<file path="src/design/ows_pkg.sv">
`timescale 1ns / 1ps
`default_nettype none

package ows_pkg;

	localparam int CntW     = 20;
	localparam int RegW     = 10;
	localparam int PullW    = 10;
	localparam int NumRegs  = 8;
	localparam int CfgAddrW = 3;
	localparam int NumMatch = 4;

	// Fixed timing of a read slot and the pullup scale.
	localparam int ReadSampleUs  = 9;
	localparam int ReadReleaseUs = 55;
	localparam int UsPerMs       = 1000;

	typedef logic [CntW-1:0] cnt_t;
	typedef logic [RegW-1:0] cfg_reg_t;
	typedef logic [NumRegs-1:0][RegW-1:0] cfg_t;

	typedef enum logic [1:0] {
		KIND_TICK  = 2'd0,
		KIND_RESET = 2'd1,
		KIND_WRITE = 2'd2,
		KIND_READ  = 2'd3
	} kind_t;

	typedef enum logic [1:0] {
		MODE_RELEASED = 2'd0,
		MODE_LOW      = 2'd1,
		MODE_HIGH     = 2'd2
	} mode_t;

	// Register indexes on the configuration port.
	localparam logic [CfgAddrW-1:0] REG_RESET_LOW     = 3'd0;
	localparam logic [CfgAddrW-1:0] REG_PRESENCE_WAIT = 3'd1;
	localparam logic [CfgAddrW-1:0] REG_RESET_RELEASE = 3'd2;
	localparam logic [CfgAddrW-1:0] REG_WRITE0_LOW    = 3'd3;
	localparam logic [CfgAddrW-1:0] REG_WRITE0_REL    = 3'd4;
	localparam logic [CfgAddrW-1:0] REG_WRITE1_LOW    = 3'd5;
	localparam logic [CfgAddrW-1:0] REG_WRITE1_REL    = 3'd6;
	localparam logic [CfgAddrW-1:0] REG_READ_LOW      = 3'd7;

	localparam cfg_t CFG_RESET = {
		RegW'(6),   // read low
		RegW'(64),  // write one release
		RegW'(6),   // write one low
		RegW'(10),  // write zero release
		RegW'(60),  // write zero low
		RegW'(410), // reset release
		RegW'(70),  // presence wait
		RegW'(480)  // reset low
	};

	// An input item after the input register; the pullup time is already in microseconds.
	typedef struct packed {
		kind_t kind;
		logic  bit_value;
		cnt_t  pull_us;
		logic  line_level;
	} item_t;

	// Match points of a new slot, lowest index handled first on equal counts.
	typedef struct packed {
		logic [NumMatch-1:0][CntW-1:0] point;
		logic [NumMatch-1:0]           enable;
		logic                          start;
	} plan_t;

	typedef struct packed {
		logic  sample_taken;
		logic  sampled_bit;
		logic  busy;
		mode_t line_mode;
	} result_t;

endpackage

`default_nettype wire

</file>
<file path="src/design/ows_slot_plan.sv">
`timescale 1ns / 1ps
`default_nettype none

module ows_slot_plan (
	input  wire ows_pkg::item_t item,
	input  wire ows_pkg::cfg_t  cfg,
	output ows_pkg::plan_t      plan
);
	import ows_pkg::*;

	cnt_t t0, t1, t2, t3;
	cnt_t low_w, rel_w;

	always_comb begin
		low_w = item.bit_value ? CntW'(cfg[REG_WRITE1_LOW]) : CntW'(cfg[REG_WRITE0_LOW]);
		rel_w = item.bit_value ? CntW'(cfg[REG_WRITE1_REL]) : CntW'(cfg[REG_WRITE0_REL]);
		t0 = '0;
		t1 = '0;
		t2 = '0;
		t3 = '0;
		case (item.kind)
			KIND_RESET: begin
				t0 = CntW'(cfg[REG_RESET_LOW]);
				t1 = CntW'(cfg[REG_PRESENCE_WAIT]);
				t3 = CntW'(cfg[REG_RESET_RELEASE]);
			end
			KIND_WRITE: begin
				if (item.pull_us != '0) begin
					// Strong pullup follows the low time directly.
					t2 = low_w;
					t3 = item.pull_us;
				end else begin
					t0 = low_w;
					t3 = rel_w;
				end
			end
			KIND_READ: begin
				t0 = CntW'(cfg[REG_READ_LOW]);
				t1 = CntW'(ReadSampleUs);
				t3 = CntW'(ReadReleaseUs);
			end
			default: begin
			end
		endcase

		plan.point[0] = t0;
		plan.point[1] = t0 + t1;
		plan.point[2] = t0 + t1 + t2;
		plan.point[3] = t0 + t1 + t2 + t3;
		plan.enable   = {1'b1, t2 != '0, t1 != '0, t0 != '0};
		// A command whose final interval is zero is dropped.
		plan.start    = (item.kind != KIND_TICK) && (t3 != '0);
	end

endmodule

`default_nettype wire

</file>
<file path="src/design/ows_slot_core.sv">
`timescale 1ns / 1ps
`default_nettype none

module ows_slot_core (
	input  wire                  clk,
	input  wire                  arst_n,
	input  wire                  advance,
	input  wire ows_pkg::item_t  item,
	input  wire ows_pkg::plan_t  plan,
	output ows_pkg::result_t     result
);
	import ows_pkg::*;

	cnt_t                          us_count_q, us_count_d;
	logic [NumMatch-1:0][CntW-1:0] point_q, point_d;
	logic [NumMatch-1:0]           enable_q, enable_d;
	logic                          running_q, running_d;
	mode_t                         mode_q, mode_d;
	logic                          bit_q, bit_d;
	logic                          taken;
	logic [NumMatch-1:0]           hit;

	always_comb begin
		us_count_d = us_count_q;
		point_d    = point_q;
		enable_d   = enable_q;
		running_d  = running_q;
		mode_d     = mode_q;
		bit_d      = bit_q;
		taken      = 1'b0;
		hit        = '0;
		if (plan.start) begin
			us_count_d = '0;
			point_d    = plan.point;
			enable_d   = plan.enable;
			running_d  = 1'b1;
			mode_d     = MODE_LOW;
		end else if (item.kind == KIND_TICK && running_q) begin
			us_count_d = us_count_q + CntW'(1);
			for (int i = 0; i < NumMatch; i++) begin
				hit[i] = enable_q[i] && (us_count_d == point_q[i]);
			end
			// Applied in match order: release, sample, strong high, stop.
			if (hit[0]) begin
				mode_d = MODE_RELEASED;
			end
			if (hit[1]) begin
				bit_d = item.line_level;
				taken = 1'b1;
			end
			if (hit[2]) begin
				mode_d = MODE_HIGH;
			end
			if (hit[3]) begin
				mode_d    = MODE_RELEASED;
				running_d = 1'b0;
			end
		end
	end

	always_ff @(posedge clk or negedge arst_n) begin
		if (!arst_n) begin
			us_count_q <= '0;
			point_q    <= '0;
			enable_q   <= '0;
			running_q  <= 1'b0;
			mode_q     <= MODE_RELEASED;
			bit_q      <= 1'b0;
		end else if (advance) begin
			us_count_q <= us_count_d;
			point_q    <= point_d;
			enable_q   <= enable_d;
			running_q  <= running_d;
			mode_q     <= mode_d;
			bit_q      <= bit_d;
		end
	end

	assign result.line_mode    = mode_d;
	assign result.busy         = running_d;
	assign result.sampled_bit  = bit_d;
	assign result.sample_taken = taken;

endmodule

`default_nettype wire

</file>
<file path="src/design/one_wire_slot_timer.sv">
`timescale 1ns / 1ps
`default_nettype none

// Time slot generator for a one-wire bus master, counting in microseconds.
// Every input item yields exactly one result item. A tick item advances the
// slot counter by one microsecond while a slot runs; a reset, write or read
// command starts a new slot (abandoning any running one), drives the line
// low and restarts the counter, unless its final interval is zero, in which
// case it changes nothing. Each slot walks through up to four match points:
// release, sample of the line level, strong pullup, and final release that
// ends the slot. The design takes one item per clock while the output side
// is not stalled: items pass through an input register, slot planning and
// match compare against the state registers, and an output register, where a
// result item is held until the output side takes it. The input side stays
// ready while the output register can drain in the same cycle.
// The eight timing registers are written through the configuration port and
// must only be changed while no items are in flight.

module one_wire_slot_timer (
	input  wire                             clk,
	input  wire                             arst_n,
	// Configuration write port.
	input  wire                             cfg_we,
	input  wire  [ows_pkg::CfgAddrW-1:0]    cfg_addr,
	input  wire  [ows_pkg::RegW-1:0]        cfg_wdata,
	// Input items.
	input  wire                             s_tvalid,
	output logic                            s_tready,
	input  wire  [15:0]                     s_tdata,  // bit_value, pullup_ms[9:0], line_level
	input  wire  [1:0]                      s_tuser,  // kind
	// Result items.
	output logic                            m_tvalid,
	input  wire                             m_tready,
	output logic [7:0]                      m_tdata   // line_mode[1:0], busy_res, sampled_bit,
	                                                  // sample_taken
);
	import ows_pkg::*;

	cfg_t    cfg_q;
	item_t   item_s1;
	logic    valid_s1;
	logic    advance;
	plan_t   plan;
	result_t result;
	result_t result_q;
	cnt_t    pull_us;

	// Timing registers.
	always_ff @(posedge clk or negedge arst_n) begin
		if (!arst_n) begin
			cfg_q <= CFG_RESET;
		end else if (cfg_we) begin
			cfg_q[cfg_addr] <= cfg_wdata;
		end
	end

	// The item moves into the state stage whenever the result register is free
	// or is being emptied in this cycle.
	assign advance  = valid_s1 && (!m_tvalid || m_tready);
	assign s_tready = !valid_s1 || advance;

	// The millisecond-to-microsecond scaling is done ahead of the input register
	// so the state stage only sees adds and compares.
	assign pull_us = CntW'(s_tdata[PullW:1] * UsPerMs);

	always_ff @(posedge clk or negedge arst_n) begin
		if (!arst_n) begin
			valid_s1 <= 1'b0;
		end else if (s_tready) begin
			valid_s1 <= s_tvalid;
		end
	end

	always_ff @(posedge clk) begin
		if (s_tvalid && s_tready) begin
			item_s1.kind       <= kind_t'(s_tuser);
			item_s1.bit_value  <= s_tdata[0];
			item_s1.pull_us    <= pull_us;
			item_s1.line_level <= s_tdata[PullW+1];
		end
	end

	ows_slot_plan u_plan (
		.item (item_s1),
		.cfg  (cfg_q),
		.plan (plan)
	);

	ows_slot_core u_core (
		.clk     (clk),
		.arst_n  (arst_n),
		.advance (advance),
		.item    (item_s1),
		.plan    (plan),
		.result  (result)
	);

	// Result register.
	always_ff @(posedge clk or negedge arst_n) begin
		if (!arst_n) begin
			m_tvalid <= 1'b0;
		end else if (advance) begin
			m_tvalid <= 1'b1;
		end else if (m_tready) begin
			m_tvalid <= 1'b0;
		end
	end

	always_ff @(posedge clk) begin
		if (advance) begin
			result_q <= result;
		end
	end

	assign m_tdata = {3'b000, result_q.sample_taken, result_q.sampled_bit, result_q.busy,
		result_q.line_mode};

endmodule

`default_nettype wire

</file>
<file path="config.mk">
export PLATFORM = sky130hd
export DESIGN_NAME = one_wire_slot_timer
export DESIGN_NICKNAME = d
export VERILOG_FILES = /design/src/design/ows_pkg.sv /design/src/design/ows_slot_plan.sv /design/src/design/ows_slot_core.sv /design/src/design/one_wire_slot_timer.sv
export SDC_FILE = /design/constraint.sdc
export NUM_CORES = 1
export LEC_CHECK = 0
export ABC_AREA = 1
export BUFFER_PORTS_ARGS = -buffer_cell sky130_fd_sc_hd__buf_2
export CAP_MARGIN = 20
export CORE_MARGIN = 1.5
export CORE_UTILIZATION = 48
export CTS_CLUSTER_SIZE = 24
export DETAILED_ROUTE_END_ITERATION = 10
export MAX_ROUTING_LAYER = met4
export PLACE_DENSITY = 0.7
export RECOVER_POWER = 25
export SLEW_MARGIN = 10
export SYNTH_ARGS = -nofsm -noshare
export SYNTH_HDL_FRONTEND = slang
export SYNTH_SLANG_ARGS = --single-unit
</file>
<file path="constraint.sdc">
create_clock -name clk -period 9.7 [get_ports clk]
set_input_delay 2.91 -clock clk [delete_from_list [all_inputs] [get_ports clk]]
set_output_delay 2.91 -clock clk [all_outputs]
set_load 0.005 [all_outputs]
</file>
==> results of run 1 <==
## per-layer routing
metal	up-vias	wire [µm]	track usage (%)
li1	5393	-	-
met1	4925	14700	32.0
met2	186	14000	37.0
met3	28	1050	2.71
met4	0	416	5.53
met5	-	0	-
## placed cells by master (no fill, tap or decap), drive strengths merged, types with 39 or more instances in the layout
cell | synthesis | layout
nand3 | 66 | 66
ha | 74 | 74
o21ai | 163 | 163
dfrtp | 140 | 140
inv | 225 | 233
buf | 26 | 39
nor2 | 162 | 162
nand2 | 501 | 501
xor2 | 46 | 46
a21oi | 50 | 50
## through the flow
step / util [%] / hold WS (ps)
after floorplan: - / 421
after global placement: 50.6 / 438
after detailed placement: 50.6 / 458
after CTS: 53.0 / 478
after global routing: 53.0 / 505
final: 53.0 / 472
## final cells by class
type	instances	area share, %
Sequential cell	189	35.3
Inverter	227	6.18
Tap cell	335	3.03
Clock inverter	14	1.21
Multi-Input combinational cell	1218	49.4
Clock buffer	18	3.25
Timing Repair Buffer	42	1.56
## flip-flops by register name, indices dropped and copies added, names as in the netlist
name	count
valid_s1	1
u_core.point_q	53
item_s1	21
m_tvalid	1
cfg_q	80
u_core.running_q	1
u_core.enable_q	4
u_core.bit_q	1
u_core.mode_q	2
u_core.us_count_q	20
m_tdata	5
## logic make-up after synthesis
kind of cell / Yosys count / share of synthesized area, %
and+or+nand+nor: 795 / 26.0
AOI/OAI and AO/OA: 248 / 10.4
xor gates and xnor gates: 64 / 4.37
buffers and inverters: 276 / 8.66
adders and majority gates: 107 / 12.4
muxes: 1 / 0.0780
other: 1 / 0.0292
DFF: 189 / 38.1
## power groups by stage
stage	combinational (mW)	sequential, mW	clock [mW]
finish	1.04	1.13	0.724
global route	1.20	1.15	0.762
CTS	1.05	1.13	0.735
detailed placement	1.05	1.14	0
global placement	1.02	1.14	0
floorplan	0.819	1.11	0
## worst max-delay path by stage
stage / from / to
floorplan: s_tdata[1] / item_s1[18]
global placement: s_tdata[1] / item_s1[18]
detailed placement: s_tdata[1] / item_s1[18]
CTS: item_s1[22] / u_core.point_q[78]
global route: arst_n / u_core.point_q[24]
finish: arst_n / u_core.point_q[24]
==> flow_summary.toml, run 1 <==
[finish]
final_cells = 2043
seq_area_um2 = 4890
nets = 1838
fin_area_um2 = 13800
antennaDiodeCount = 0
synthToLayoutAreaGrowth_pct = 7.88
layout-drive-gt1-share_pct = 7.44
multiInputGateArea_um2 = 6840
n_fill_cell = 2514

[setup_path]
critical_path_arrival_ps = 6540
cp_slowest_cell = "clkbuf_1"
crit_type = "primary input to asynchronous set/reset pin"
crit_chain = "clkbuf_1"
cp_num_cells = 1
max_stage_delay_ps = 3530
crit_required_ps = 9020
critPathLaunchType = "primary input"
r2r_slack_ps = 2660
crit_fanout = 97
end_kind = "asynchronous set/reset pin"
timing.rr.start = "item_s1[22]"
critPathTopFamily = "buffers and inverters"
critPathBufInv = 1
reg2reg_to = "u_core.point_q[78]"
reg2reg_depth = 35

[timing]
fin_skew_ps = 17.6
hold_viol = 0
period_share_pct = 74.5
drv_slew = 98
rsz0062_at_grt = "false"
fin_tns_setup_ps = 0
max_slew_margin_pct = -242
worst_slack_ps = 2470
setup_viol = 0
tightest_slew_ps = 5140
min_period_ps = 7230
max_freq_mhz = 138

[detailed_routing]
drc_errors = 0
drt-pass1-iter-count = 7
drt_wl_total_um = 30200
ant_nets = 0
vias = 10500
drtIter0Drc = 801
via_per_inst = 5.16
wire_per_inst_um = 14.8

[placed_design]
dp_hpwl_um = 22700
placedCellCount = 2011
place_ws_ps = 2670
portBuffers = 38
place.gp.congestion = 0.879
place_area_um2 = 13200

[synth]
synthTopCellsByArea = "dfrtp_1 27%, nand2_1 14%, ha_1 7.2%, inv_1 6.5%, edfxtp_1 6.1%"
synth_top_cell_by_area = "dfrtp_1"
synth.cells.most_frequent = "492 x nand2_1, 221 x inv_1, 151 x nor2_1"
synth_ff_type = "dfrtp_1"
seq_area_frac_synth_pct = 38.1
synth_top_area_share_pct = 27.3
synth_area_um2 = 12800
synth-edff-count = 26
synth_seq_cells = 189
synth_async_sr_flop_share_pct = 86.2
netlist_instances = 1681
yosysMostFrequentCell = "nand2_1"
yosysWarnings = 0
syn_avg_cell_area_um2 = 7.63
yosys.cell_types.count = 51

[die]
io-pin-count = 46
die_w_um = 166
initial_core_util_pct = 49.1
core_um2 = 26100
die_area_um2 = 27700
fp-row-count = 59
fp.dieH_um = 166

[cts]
cts.sinks = 189
cts_resized = 0
clockBufferDepth = 2
clkLatencyLatePin_ps = 450
clk_pin_slew_worst_paths_ps = 80
tritoncts = "yes"
cts_hold_buf = 0
cts_setup_buffers = 0
cts-buffers-inserted = 17
root_buffer = "clkbuf_16"
ctsHtreeMaxLevel = 4

[global_route]
track_usage_pct = 23.3
grt_pass1_vias = 9971
grt_pass1_wl_um = 50400
antenna_found_initial = 0
grt_start_max_net_pins = 98
grt_remaining_overflow = 0

[power]
total_power_mw = 2.90
power.density_nw_per_um2 = 209
internal_power_mw = 1.79
clockPowerShare_pct = 25.0
p_sw_mw = 1.11
p_leak_nw = 6.98
ir_worst_vdd_uv = 119
power_frac_comb_pct = 36.0
sequentialPowerShare_pct = 39.0
p_sw_share_pct = 38.3

[outcome]
violations = "max-capacitance violations, max-slew violations"
status = "complete, but fails checks"

[worst_hold_path]
hold_class = "flop to flop"
holdPathStages = 2
hold_path_startpoint = "u_core.enable_q[3]"
min_to = "u_core.enable_q[3]"

[run]
maxCapViolCount = 1
Power figures use the tool's default switching activity.
==> run 2: changes to the inputs <==
- clock period: 9.7 -> 7.27 ns (I/O delays scaled with it)
==> run 2 against run 1 <==
  * The run still ends with max-capacitance violations, max-slew violations left
  * Critical path depth increased by 33
  * Routed wire length increased by 1.2%
  * Core utilization increased by 0.18 points
  * Sequential power increased by 34%
  * Clock power increased by 30%
  * Critical endpoint is now u_core.point_q[78]
  * Largest power group unchanged
==> flow_summary.toml, run 2 (synthesis results as in run 1) <==
[outcome]
status = "complete, but fails checks"
violations = "max-capacitance violations, max-slew violations"

[die]
die_area_um2 = 27700
io-pin-count = 46
fp.dieH_um = 166
initial_core_util_pct = 49.1
core_um2 = 26100
fp-row-count = 59
die_w_um = 166

[cts]
cts_setup_buffers = 0
cts_hold_buf = 0
root_buffer = "clkbuf_16"
clockBufferDepth = 2
tritoncts = "yes"
cts-buffers-inserted = 17
cts_resized = 0
ctsHtreeMaxLevel = 4
clk_pin_slew_worst_paths_ps = 80
clkLatencyLatePin_ps = 440
cts.sinks = 189

[worst_hold_path]
hold_class = "flop to flop"
hold_path_startpoint = "u_core.enable_q[3]"
holdPathStages = 2

[finish]
reg_top3 = "cfg_q x80, u_core.point_q x53, item_s1 x21"
nets = 1844
final_cell_mix = "492 x nand2_1, 221 x inv_1, 151 x nor2_1"
top_register = "cfg_q"
layout-drive-gt1-share_pct = 7.76
largest_reg_flops = 80
final_util_pct = 53.1
final_common_cell = "nand2_1"
synthToLayoutAreaGrowth_pct = 8.25
n_fill_cell = 2510
antennaDiodeCount = 0

[global_route]
antenna_found_initial = 0
grt_remaining_overflow = 0
track_usage_pct = 23.4
grt_pass1_vias = 10200
grt_start_max_net_pins = 67
grt_pass1_wl_um = 50700

[timing]
tightest_slew_ps = 3170
period_share_pct = 90.1
min_period_ps = 6550
fin_tns_setup_ps = 0
hold_viol = 0
max_slew_margin_pct = -112
setup_viol = 0
drv_slew = 101
fin_skew_ps = 15.0
hold_ws_ps = 451
max_freq_mhz = 153
rsz0062_at_grt = "false"

[setup_path]
crit_type = "flop to flop"
max_stage_delay_ps = 570
crit_required_ps = 7610
timing.rr.start = "item_s1[23]"
crit_fanout = 11
cp-startpoint = "item_s1[23]"
critPathTopFamily = "simple AND/OR/NAND/NOR gates"
end_kind = "flop"
path_common_cell = "nand2_1"
critical_path_arrival_ps = 6890
cp_slowest_cell = "edfxtp_1"
cp_num_cells = 34
critPathBufInv = 6
critPathLaunchType = "flop"
reg2reg_depth = 34

[detailed_routing]
via_per_inst = 5.19
drt-pass1-iter-count = 7
wire_per_inst_um = 14.9
drc_errors = 0
drt_wl_total_um = 30500
drtIter0Drc = 856
ant_nets = 0
vias = 10600

[power]
power.density_nw_per_um2 = 277
p_leak_nw = 7.01
ir_worst_vdd_uv = 153

[placed_design]
place.gp.congestion = 0.889
portBuffers = 38
dp_hpwl_um = 23300

[run]
maxCapViolCount = 2
## run 2: changes by cell type in the layout (fill, tap and decap cells not counted), moves of 2 or more
cell      delta
buf_4        +4
clkinv_4     +3
clkinv_8     -2
clkbuf_8     +2
## run 2: worst paths after layout
kind / to / slack, ps
worst max register to register: u_core.point_q[78] / 720
worst min-delay path: u_core.enable_q[3] / 450
max in group asynchronous: u_core.us_count_q[10] / 1300
worst min register to register: u_core.enable_q[3] / 450
min in group asynchronous: cfg_q[70] / 2780
worst max-delay path: u_core.point_q[78] / 720
## run 2: per-layer routing
| layer | up-vias | GRT usage, % | share of wire [%] |
|---|---|---|---|
| li1 | 5398 | - | - |
| met1 | 4962 | 31.3 | 47 |
| met2 | 223 | 36.8 | 46 |
| met3 | 43 | 4.04 | 4.5 |
| met4 | 0 | 6.76 | 2.2 |
| met5 | - | - | 0 |
## run 2: cell type report
class / instances / area, µm² / share of cell area [%]
timing repair buffer: 48 / 278 / 2.00
tap: 335 / 419 / 3.02
multi-input combinational: 1218 / 6850 / 49.3
inverter: 227 / 855 / 6.15
clock inverter: 13 / 146 / 1.05
sequential: 189 / 4890 / 35.2
clock buffer: 19 / 453 / 3.26
## run 2: metrics by stage
step | setup WS, ps | instance area [µm²] | cells | power, mW
final | 717 | 13900 | 2049 | 3.85
after global routing | 65.3 | 13900 | 2049 | 4.14
after CTS | 801 | 13900 | 2048 | 3.87
after detailed placement | 830 | 13300 | 2016 | 2.93
after global placement | 951 | 13300 | 2016 | 2.88
after floorplan | 1390 | 12800 | 1683 | 2.58
## run 2: power breakdown
group | internal [mW] | switching [mW]
combinational | 0.537 | 0.868
sequential | 1.37 | 0.141
clock | 0.479 | 0.459
total | 2.38 | 1.47
## run 2: worst register-to-register path, delay by kind of cell (launching register included)
family / cells / cell delay [ps]
AOI/OAI and AO/OA: 7 / 1740
and+or+nand+nor: 15 / 1990
adders and majority gates: 4 / 1300
xor gates and xnor gates: 2 / 410
buffers and inverters: 6 / 440
DFF: 1 / 570
